<file path="src/rgd_ram.sv">
module rgd_ram #(
  parameter int WIDTH = 8,
  parameter int DEPTH = 64
) (
  input  logic                     clk,
  input  logic                     we,
  input  logic [$clog2(DEPTH)-1:0] waddr,
  input  logic [WIDTH-1:0]         wdata,
  input  logic [$clog2(DEPTH)-1:0] raddr,
  output logic [WIDTH-1:0]         rdata
);

  logic [WIDTH-1:0] mem [DEPTH];

  always_ff @(posedge clk) begin
    if (we) begin
      mem[waddr] <= wdata;
    end
    rdata <= mem[raddr];
  end

endmodule

</file>
<file path="config.mk">
export PLATFORM = sky130hd
export DESIGN_NAME = rgd_ram
export DESIGN_NICKNAME = d
export VERILOG_FILES = /design/src/rgd_ram.sv
export SDC_FILE = /design/constraint.sdc
export NUM_CORES = 1
export LEC_CHECK = 0
export ABC_AREA = 1
export BUFFER_PORTS_ARGS = -buffer_cell sky130_fd_sc_hd__buf_2
export CAP_MARGIN = 20
export CORE_ASPECT_RATIO = 0.7
export CORE_MARGIN = 3
export CORE_UTILIZATION = 47
export DETAILED_ROUTE_END_ITERATION = 16
export PLACE_DENSITY_LB_ADDON = 0.05
export REMOVE_ABC_BUFFERS = 1
export SYNTH_ARGS = -nofsm -noshare
export SYNTH_HDL_FRONTEND = slang
export SYNTH_SLANG_ARGS = --single-unit
</file>
<file path="constraint.sdc">
create_clock -name clk -period 2.6 [get_ports clk]
set_input_delay 0.26 -clock clk [delete_from_list [all_inputs] [get_ports clk]]
set_output_delay 0.26 -clock clk [all_outputs]
set_load 0.02 [all_outputs]
</file>
==> results of run 1 <==
## per-stage QoR
stage               setup slack, ns  area [µm²]  power, W  setup TNS [ns]
finish                         1.04       24000    0.0175               0
global placement              0.454       22500    0.0107               0
global route                  0.973       24000    0.0181               0
CTS                            1.02       24000    0.0176               0
floorplan                    -0.177       20500   0.00996           -1.35
detailed placement            0.420       22500    0.0107               0
## worst register-to-register path, stage by stage (launching register included)
cell and delay, ns:
edfxtp_1 0.35, nand2_1 0.11, nand3_1 0.10, nand3_1 0.18, nand2_1 0.08, nand2_1 0.06
nand3_1 0.15, nand3_1 0.20, nand2_1 0.07
## sequential cells by signal, indices dropped and copies added (netlist names)
signal and count:
mem 512, rdata 8
## final cells by class
cell class	count	area [µm²]
clock buffer	60	1310
timing repair buffer	142	1230
inverter	12	55.1
clock inverter	25	215
sequential	520	15500
tap	594	743
fill	3842	20200
multi-input combinational	1160	4950
## layer usage
layer,up-vias,share of wire
met3,88,0.072
met1,6846,0.47
met5,-,0
met2,538,0.43
met4,0,0.021
li1,6498,-
## cells in the final DEF (no fill, tap or decap), drive strengths merged
cell type	instances
nand4	9
nor2	56
nand3	439
clkbuf	61
dfxtp	8
edfxtp	512
nand2	648
nor4	8
inv	13
clkinv	20
bufinv	4
buf	141
## cell families (layout without fill, tap and decap cells)
logic type,after synthesis,count (layout),share of synthesized area
DFF,520,520,0.728
buffers and inverters,125,239,0.0402
and+or+nand+nor,1160,1160,0.232
## synth_stat cells
cell type | count | area [µm²]
nand2_1 | 648 | 2430
edfxtp_1 | 512 | 15400
nand3_1 | 439 | 2200
nor2_1 | 56 | 210
buf_2 | 37 | 185
buf_6 | 35 | 394
clkbuf_1 | 15 | 56.3
buf_4 | 14 | 105
buf_1 | 10 | 37.5
inv_1 | 10 | 37.5
nand4_1 | 9 | 56.3
dfxtp_1 | 8 | 160
nor4_1 | 8 | 50.1
buf_8 | 2 | 30.0
inv_2 | 1 | 3.75
inv_6 | 1 | 8.76
## worst min path at each step
stage / start / endpoint / slack [ns]
after global placement: wdata[0] / mem[37][0] / 0.61
after CTS: wdata[0] / mem[36][0] / 0.01
after floorplan: wdata[0] / mem[0][0] / 0.36
after global routing: wdata[0] / mem[36][0] / 0.02
after detailed placement: wdata[0] / mem[37][0] / 0.61
final: wdata[0] / mem[36][0] / 0.03
## power breakdown
group / internal, W / switching (W) / total (W) / leakage [nW]
clock network: 0.00395 / 0.00305 / 0.00700 / 0.753
logic: 0.000308 / 0.000871 / 0.00118 / 3.36
registers: 0.00927 / 0.0000311 / 0.00931 / 4.67
total: 0.0135 / 0.00396 / 0.0175 / 8.78
==> results.sh, run 1 <==
export IMPL_via_count=13970
export IMPL_fin_util=0.543
export IMPL_critPathMostFrequentCell="buf_4"
export IMPL_yosys_register_bits=520
export IMPL_wl_per_cell_um=23.1
export IMPL_ios=30
export IMPL_fp_dieArea_um2=48000
export IMPL_r2r_end="rdata[0]"
export IMPL_initialDrtViolationCount=1727
export IMPL_power_density_nw_per_um2=728
export IMPL_status="complete, no violations"
export IMPL_setup_violations=0
export IMPL_htree_levels=2
export IMPL_cpMaxStageDelayCell="nand4_1"
export IMPL_die_h_um=184
export IMPL_ant_nets=0
export IMPL_max_stage_delay_ns=0.53
export IMPL_numPortBuffers=29
export IMPL_drc=0
export IMPL_ys_types=16
export IMPL_grt_use_total=0.245
export IMPL_avgSynthCellArea_um2=11.8
export IMPL_hold_depth=1
export IMPL_start_util=0.482
export IMPL_cts_hold_buf=0
export IMPL_rows=64
export IMPL_synth_area_um2=21300
export IMPL_first_pass_iters=5
export IMPL_grt_pass1_wl_um=86700
export IMPL_tightest_slew_ns=1.08
export IMPL_cts_setup_buffers=0
export IMPL_grt_pass1_vias=13239
export IMPL_crit_path_max_fanout=9
export IMPL_cts_root_buffer="clkbuf_16"
export IMPL_end_kind="flip-flop"
export IMPL_fin_crit_ns=1.56
export IMPL_cts_tree="built"
export IMPL_die_w_um=261
export IMPL_hold_viol=0
export IMPL_grt_ovfl_total=0
export IMPL_slew_headroom=0.280
export IMPL_fmax_mhz=640
export IMPL_cts_resized=0
export IMPL_startpoint="waddr[0]"
export IMPL_yosysSeqAreaShare=0.728
export IMPL_leakage_nw=8.78
export IMPL_clockBufferDepth=3
export IMPL_rsz0062_at_grt="no"
export IMPL_critPathCapture="mem[2][4]"
export IMPL_fp_coreArea_um2=44300
export IMPL_viasPerCell=5.56
export IMPL_hold_ws_ns=0.0326
export IMPL_cts_inserted_buffers=49
export IMPL_grt_busiest_layer="met1"
export IMPL_finalClockSkew_ns=0.0306
export IMPL_slew_violations=0
export IMPL_fin_nets=1907
export IMPL_worst_setup_path_start_kind="input pin"
export IMPL_grt_max_degree=94
export IMPL_antenna_found_initial=0
export IMPL_worst_path_buf_inv=4
export IMPL_cts_sinks=520
export IMPL_area_delta_synth_final_pct=12.6
export IMPL_dp_cells=2428
export IMPL_gr_usage_met1=0.384
export IMPL_period_share=0.601
export IMPL_final_cells=2513
export IMPL_use_met3=0.0369
export IMPL_clk_pin_slew_ns=0.06
export IMPL_reg2reg_slack_ns=1.20
export IMPL_crit_family="buffers and inverters"
export IMPL_n_antenna_cell=0
export IMPL_crit_chain="buf_2, inv_1, nand4_1, buf_4, nor2_1, buf_4"
export IMPL_yosysWarningCount=0
export IMPL_hold_class="in2reg"
export IMPL_cap_violations=0
export IMPL_cp_arrival_ns=1.84
export IMPL_r2r_start="mem[37][0]"
export IMPL_criticalPathCategory="in2reg"
export IMPL_hpwlAfterDp_um=35200
export IMPL_syn_inst=1805
export IMPL_grt_use_met2=0.362
export IMPL_reg2regPathDepth=8
export IMPL_cp_required_ns=2.87
export IMPL_layout_drive_gt1_share=0.109
export IMPL_wirelength_um=58100
export IMPL_path_depth=6
export IMPL_gp_congestion=0.833
export IMPL_ir_drop_v=0.000528
export IMPL_clk_latency_ns=0.59
Note: power is estimated with default switching activity, not from simulation.
==> inputs of run 2 (changes only) <==
==> constraint.sdc (replaced) <==
create_clock -name clk -period 1.4 [get_ports clk]
set_input_delay 0.14 -clock clk [delete_from_list [all_inputs] [get_ports clk]]
set_output_delay 0.14 -clock clk [all_outputs]
set_load 0.02 [all_outputs]
==> run 2 against run 1 <==
Worst setup slack got worse by 1.0 ns. Largest power group unchanged. Sequential share of layout area fell by 2.1 points. Clock skew fell by 0.018 ns. Sequential cell count did not move. First-iteration DRC count fell by 9.4%. Register-to-register slack got worse by 1.1 ns. Via count rose by 1.9%. Highest routed layer unchanged. Non-clock buffer count rose by 55. Wire length rose by 1.0%.
==> results.sh, run 2 (synthesis gave the netlist of run 1 again) <==
export IMPL_r2r_end="rdata[0]"
export IMPL_cts_setup_buffers=0
export IMPL_cpMaxStageDelayCell="dfxtp_1"
export IMPL_reg2reg_slack_ns=0.06
export IMPL_fin_util=0.561
export IMPL_fin_setup_tns_ns=0
export IMPL_cts_root_buffer="clkbuf_16"
export IMPL_setup_violations=0
export IMPL_clockBufferDepth=3
export IMPL_end_kind="primary output"
export IMPL_fin_nets=1962
export IMPL_fp_coreArea_um2=44300
export IMPL_grt_pass1_wl_um=87600
export IMPL_fp_dieArea_um2=48000
export IMPL_ios=30
export IMPL_die_h_um=184
export IMPL_worst_setup_path_start_kind="flip-flop"
export IMPL_period_share=0.984
export IMPL_r2r_start="mem[12][0]"
export IMPL_cts_sinks=520
export IMPL_cap_violations=0
export IMPL_top_register="mem"
export IMPL_die_w_um=261
export IMPL_leakage_nw=9.20
export IMPL_hold_class="in2reg"
export IMPL_first_pass_iters=5
export IMPL_grt_pass1_vias=13486
export IMPL_gp_congestion=0.825
export IMPL_crit_path_max_fanout=1
export IMPL_reg_top3="mem: 512 flops, rdata: 8 flops"
export IMPL_criticalPathCategory="reg2out"
export IMPL_rows=64
export IMPL_largest_register_ffs=512
export IMPL_htree_levels=2
export IMPL_start_util=0.482
export IMPL_antenna_found_initial=0
export IMPL_reg2regPathDepth=8
export IMPL_clk_pin_slew_ns=0.07
export IMPL_startpoint="rdata[1]"
export IMPL_via_count=14235
export IMPL_slew_violations=0
export IMPL_hpwlAfterDp_um=35300
export IMPL_cts_tree="built"
export IMPL_finalClockSkew_ns=0.0122
export IMPL_final_common_cell="nand2_1"
export IMPL_grt_use_total=0.247
export IMPL_power_density_nw_per_um2=1350
export IMPL_rsz0062_at_grt="no"
export IMPL_num_fill_cells=3793
export IMPL_hold_viol=0
export IMPL_cp_required_ns=1.26
export IMPL_cp_arrival_ns=1.24
export IMPL_initialDrtViolationCount=1565
export IMPL_ant_nets=0
export IMPL_drc=0
export IMPL_numPortBuffers=29
export IMPL_critPathCapture="rdata[1]"
export IMPL_fmax_mhz=726
export IMPL_slew_headroom=0.732
export IMPL_fin_crit_ns=1.38
export IMPL_wirelength_um=58700
export IMPL_cts_inserted_buffers=49
export IMPL_grt_max_degree=65
export IMPL_viasPerCell=5.53
export IMPL_crit_family="flip-flops"
export IMPL_area_delta_synth_final_pct=16.4
export IMPL_clk_latency_ns=0.57
export IMPL_status="complete, no violations"
export IMPL_max_stage_delay_ns=0.45
export IMPL_layout_drive_gt1_share=0.141
export IMPL_ir_drop_v=0.00100
export IMPL_n_antenna_cell=0
export IMPL_final_cells=2575
export IMPL_grt_ovfl_total=0
export IMPL_path_depth=1
export IMPL_crit_chain="buf_2"
export IMPL_wl_per_cell_um=22.8
export IMPL_final_cell_mix="647 x nand2_1, 512 x edfxtp_1, 431 x nand3_1"
export IMPL_dp_cells=2481
export IMPL_power_w=0.0336
export IMPL_worst_path_buf_inv=1
export IMPL_tightest_slew_ns=0.403
run 2: cell count changes in the layout (fill, tap and decap cells not counted), sizes merged:
cell	delta
buf	+53
bufinv	+4
clkinv	+4
clkbuf	-2
dlygate4sd3	+2
clkinvlp	+1
run 2: power breakdown:
part / leakage [nW] / internal [W] / switching (W) / total, W
clock: 0.818 / 0.00812 / 0.00580 / 0.0139
sequential: 4.67 / 0.0172 / 0.0000546 / 0.0173
combinational: 3.71 / 0.000729 / 0.00169 / 0.00242
run 2: worst min path at each step:
| stage | from | end | slack [ns] | cells after the start |
|---|---|---|---|---|
| 5_1_grt | raddr[4] | rdata[2] | 0.06 | 4 |
| 6_report | raddr[4] | rdata[2] | 0.04 | 4 |
| 2_1_floorplan | wdata[0] | mem[0][0] | 0.24 | 0 |
| 3_5_place_dp | raddr[5] | rdata[6] | 0.52 | 3 |
| 4_1_cts | raddr[4] | rdata[1] | 0.01 | 4 |
| 3_3_place_gp | raddr[5] | rdata[6] | 0.52 | 3 |
run 2: what timing repair did:
action | in CTS | in global routing
hold buffers | 2 | 0
hold endpoints to repair | 17 | 0
setup endpoints to repair | 0 | 4
resized for setup | 0 | 9
run 2: cell type report:
| type | instances | area [µm²] | area share |
|---|---|---|---|
| tap | 594 | 743 | 0.0299 |
| sequential | 520 | 15500 | 0.625 |
| clock buffer | 58 | 1300 | 0.0524 |
| clock inverter | 34 | 364 | 0.0147 |
| timing repair buffer | 197 | 1850 | 0.0744 |
| multi-input combinational | 1160 | 4990 | 0.201 |
| inverter | 12 | 55.1 | 0.00222 |
run 2: per-layer routing:
| metal | up-vias | GRT usage | share of wire |
|---|---|---|---|
| met3 | 89 | 0.0492 | 0.079 |
| met5 | - | 0 | 0 |
| met1 | 6989 | 0.385 | 0.47 |
| met4 | 0 | 0.0659 | 0.024 |
| met2 | 530 | 0.351 | 0.42 |
| li1 | 6627 | - | - |
run 2: tightest hold or removal path, stage by stage:
cell,delay [ns]
buf_2,0.19
nand3_1,0.12
nand3_1,0.07
nand2_1,0.06
run 2: through the flow:
step	hold slack [ns]	setup slack, ns	area (µm²)
finish	0.0353	0.0225	24800
global route	0.0575	0.00259	24800
global placement	0.515	-0.388	23100
detailed placement	0.521	-0.382	23100
floorplan	0.239	-1.26	20500
CTS	0.0125	0.00714	24800
==> inputs of run 3 (changes only) <==
--- a/config.mk
+++ b/config.mk
@@ -5,7 +5,7 @@
 export SDC_FILE = /design/constraint.sdc
 export NUM_CORES = 1
 export LEC_CHECK = 0
-export ABC_AREA = 1
+export ABC_AREA = 0
 export BUFFER_PORTS_ARGS = -buffer_cell sky130_fd_sc_hd__buf_2
 export CAP_MARGIN = 20
 export CORE_ASPECT_RATIO = 0.7
==> constraint.sdc (replaced) <==
create_clock -name clk -period 1.4 [get_ports clk]
set_input_delay 0.14 -clock clk [delete_from_list [all_inputs] [get_ports clk]]
set_output_delay 0.14 -clock clk [all_outputs]
set_load 0.05 [all_outputs]
==> run 3 against run 2 <==
The run now ends with negative setup slack left. Die area decreased by 5.3%. Clock power decreased by 9%. Design area decreased by 4.1%. Sequential cell count unchanged. Critical path depth increased by 4. Core utilization increased by 1.1 points. Clock-buffer cell count decreased by 5. Clock skew increased by 0.00057 ns. Non-clock buffer count increased by 9. Wire length decreased by 17%. Fmax decreased by 26%.
==> results.sh, run 3 <==
export IMPL_crit_family="multiplexers"
export IMPL_fin_crit_ns=1.87
export IMPL_syn_inst=940
export IMPL_status="complete, but fails checks"
export IMPL_wirelength_um=48900
export IMPL_reg_top3="mem: 512 flops, rdata: 8 flops"
export IMPL_leakage_nw=7.78
export IMPL_cts_inserted_buffers=49
export IMPL_yosysWarningCount=0
export IMPL_cpMaxStageDelayCell="mux4_2"
export IMPL_clk_latency_ns=0.56
export IMPL_final_cell_mix="512 x edfxtp_1, 164 x buf_4, 126 x mux4_2"
export IMPL_synth_area_leader_cell="edfxtp_1"
export IMPL_ios=30
export IMPL_finalClockSkew_ns=0.0127
export IMPL_n_antenna_cell=0
export IMPL_synth_ff_type="edfxtp_1"
export IMPL_fp_coreArea_um2=41700
export IMPL_layout_drive_gt1_share=0.360
export IMPL_viasPerCell=5.92
export IMPL_crit_path_max_fanout=1
export IMPL_top_register="mem"
export IMPL_tightest_slew_ns=0.790
export IMPL_hold_viol=0
export IMPL_regArea_um2=15500
export IMPL_cp_arrival_ns=2.31
export IMPL_grt_pass1_vias=10520
export IMPL_max_stage_delay_ns=0.53
export IMPL_grt_max_degree=65
export IMPL_crit_chain="mux4_2, mux4_2, nor2_4, nor3_2, o2bb2ai_1"
export IMPL_reg2reg_slack_ns=-0.47
export IMPL_numPortBuffers=29
export IMPL_hold_depth=1
export IMPL_avgSynthCellArea_um2=21.5
export IMPL_initialDrtViolationCount=1053
export IMPL_rsz0062_at_grt="yes"
export IMPL_start_util=0.484
export IMPL_yosys_top_cells_area="edfxtp_1 76%, mux4_2 14%, nor2_1 1.5%, mux2i_1 1.1%, dfxtp_1 0.79%"
export IMPL_cts_tree="built"
export IMPL_yosysSeqAreaShare=0.770
export IMPL_period_share=1.34
export IMPL_setup_violations=8
export IMPL_path_depth=5
export IMPL_multi_input_area_um2=4420
export IMPL_clockBufferDepth=3
export IMPL_end_kind="flip-flop"
export IMPL_ys_types=40
export IMPL_slew_violations=0
export IMPL_wl_per_cell_um=28.4
export IMPL_first_pass_iters=5
export IMPL_via_count=10184
export IMPL_synth_commonest_cells="512 x edfxtp_1, 126 x mux4_2, 83 x nor2_1, 23 x mux2i_1, 19 x nand2_1"
export IMPL_synth_edff_count=512
export IMPL_htree_levels=2
export IMPL_fin_nets=1168
export IMPL_place_ws_ns=-0.958
export IMPL_dp_cells=1636
export IMPL_violations="negative setup slack"
export IMPL_cp_required_ns=1.84
export IMPL_antenna_found_initial=0
export IMPL_drc=0
export IMPL_cts_root_buffer="clkbuf_16"
export IMPL_gp_congestion=0.803
export IMPL_synth_most_common_cell="edfxtp_1"
export IMPL_die_w_um=254
export IMPL_fmax_mhz=535
export IMPL_area_delta_synth_final_pct=18.1
export IMPL_fin_util=0.572
export IMPL_hpwlAfterDp_um=32400
export IMPL_final_cells=1720
export IMPL_final_common_cell="edfxtp_1"
export IMPL_slew_headroom=0.474
export IMPL_async_flop_share=0
export IMPL_num_fill_cells=3022
export IMPL_critPathMostFrequentCell="mux4_2"
export IMPL_die_h_um=179
export IMPL_grt_pass1_wl_um=71600
export IMPL_cap_violations=0
export IMPL_setup_ws_ns=-0.470
export IMPL_synth_top_area_frac=0.762
export IMPL_clk_pin_slew_ns=0.06
export IMPL_cts_sinks=520
export IMPL_grt_use_total=0.222
export IMPL_fp_dieArea_um2=45500
export IMPL_synth_area_um2=20200
export IMPL_largest_register_ffs=512
export IMPL_ir_drop_v=0.00101
export IMPL_power_density_nw_per_um2=1340
export IMPL_criticalPathCategory="reg2reg"
export IMPL_worst_setup_path_start_kind="flip-flop"
export IMPL_hold_ws_ns=0.0159
export IMPL_reg2regPathDepth=5
export IMPL_cts_setup_buffers=0
export IMPL_ant_nets=0
export IMPL_grt_ovfl_total=0
export IMPL_hold_class="in2reg"
export IMPL_worst_path_buf_inv=0
export IMPL_yosys_register_bits=520
export IMPL_rows=62
## run 3: cell families (layout without fill, tap and decap cells)
logic type,after synthesis,in the layout,share of synthesized area
DFF,520,520,0.770
muxes,162,162,0.159
and+or+nand+nor,153,153,0.0339
buffers and inverters,51,287,0.0157
AOI/OAI and AO/OA,54,54,0.0207
## run 3: stage by stage
| step | setup TNS (ns) | instance area [µm²] | total power [W] |
|---|---|---|---|
| 2_1_floorplan | -3.19 | 19900 | 0.0184 |
| 3_3_place_gp | -21.49 | 22200 | 0.0195 |
| 3_5_place_dp | -38.89 | 22200 | 0.0196 |
| 4_1_cts | -3.17 | 23800 | 0.0322 |
| 5_1_grt | -3.59 | 23800 | 0.0330 |
| 6_report | -3.12 | 23800 | 0.0320 |
## run 3: worst paths after layout
kind                                  from          to
worst max register to register  mem[15][2]    rdata[2]
worst min register to register  mem[18][1]    rdata[1]
worst min-delay path              wdata[1]  mem[11][1]
worst max-delay path            mem[15][2]    rdata[2]
## run 3: power by group
group | internal (W) | switching [W]
clock | 0.00725 | 0.00543
sequential | 0.0172 | 0.0000505
combinational | 0.000830 | 0.00119
total | 0.0253 | 0.00667
## run 3: cell type report
class	instances	share of cell area
Tap cell	544	0.0286
Clock inverter	28	0.0107
Multi-Input combinational cell	369	0.186
Clock buffer	53	0.0521
Timing Repair Buffer	206	0.0706
Sequential cell	520	0.652
## run 3: timing repair
| action | in CTS | in global routing |
|---|---|---|
| gates resized for setup | 22 | 3 |
| hold buffers | 1 | 0 |
| endpoints found under the setup margin | 9 | 8 |
| pin swaps | 2 | 0 |
| endpoints found under the hold margin | 1 | 0 |
## run 3: layer usage
layer | wire length (µm) | track usage
met1 | 22700 | 0.344
met2 | 21900 | 0.330
met3 | 3360 | 0.0413
met4 | 904 | 0.0487
met5 | 0 | 0
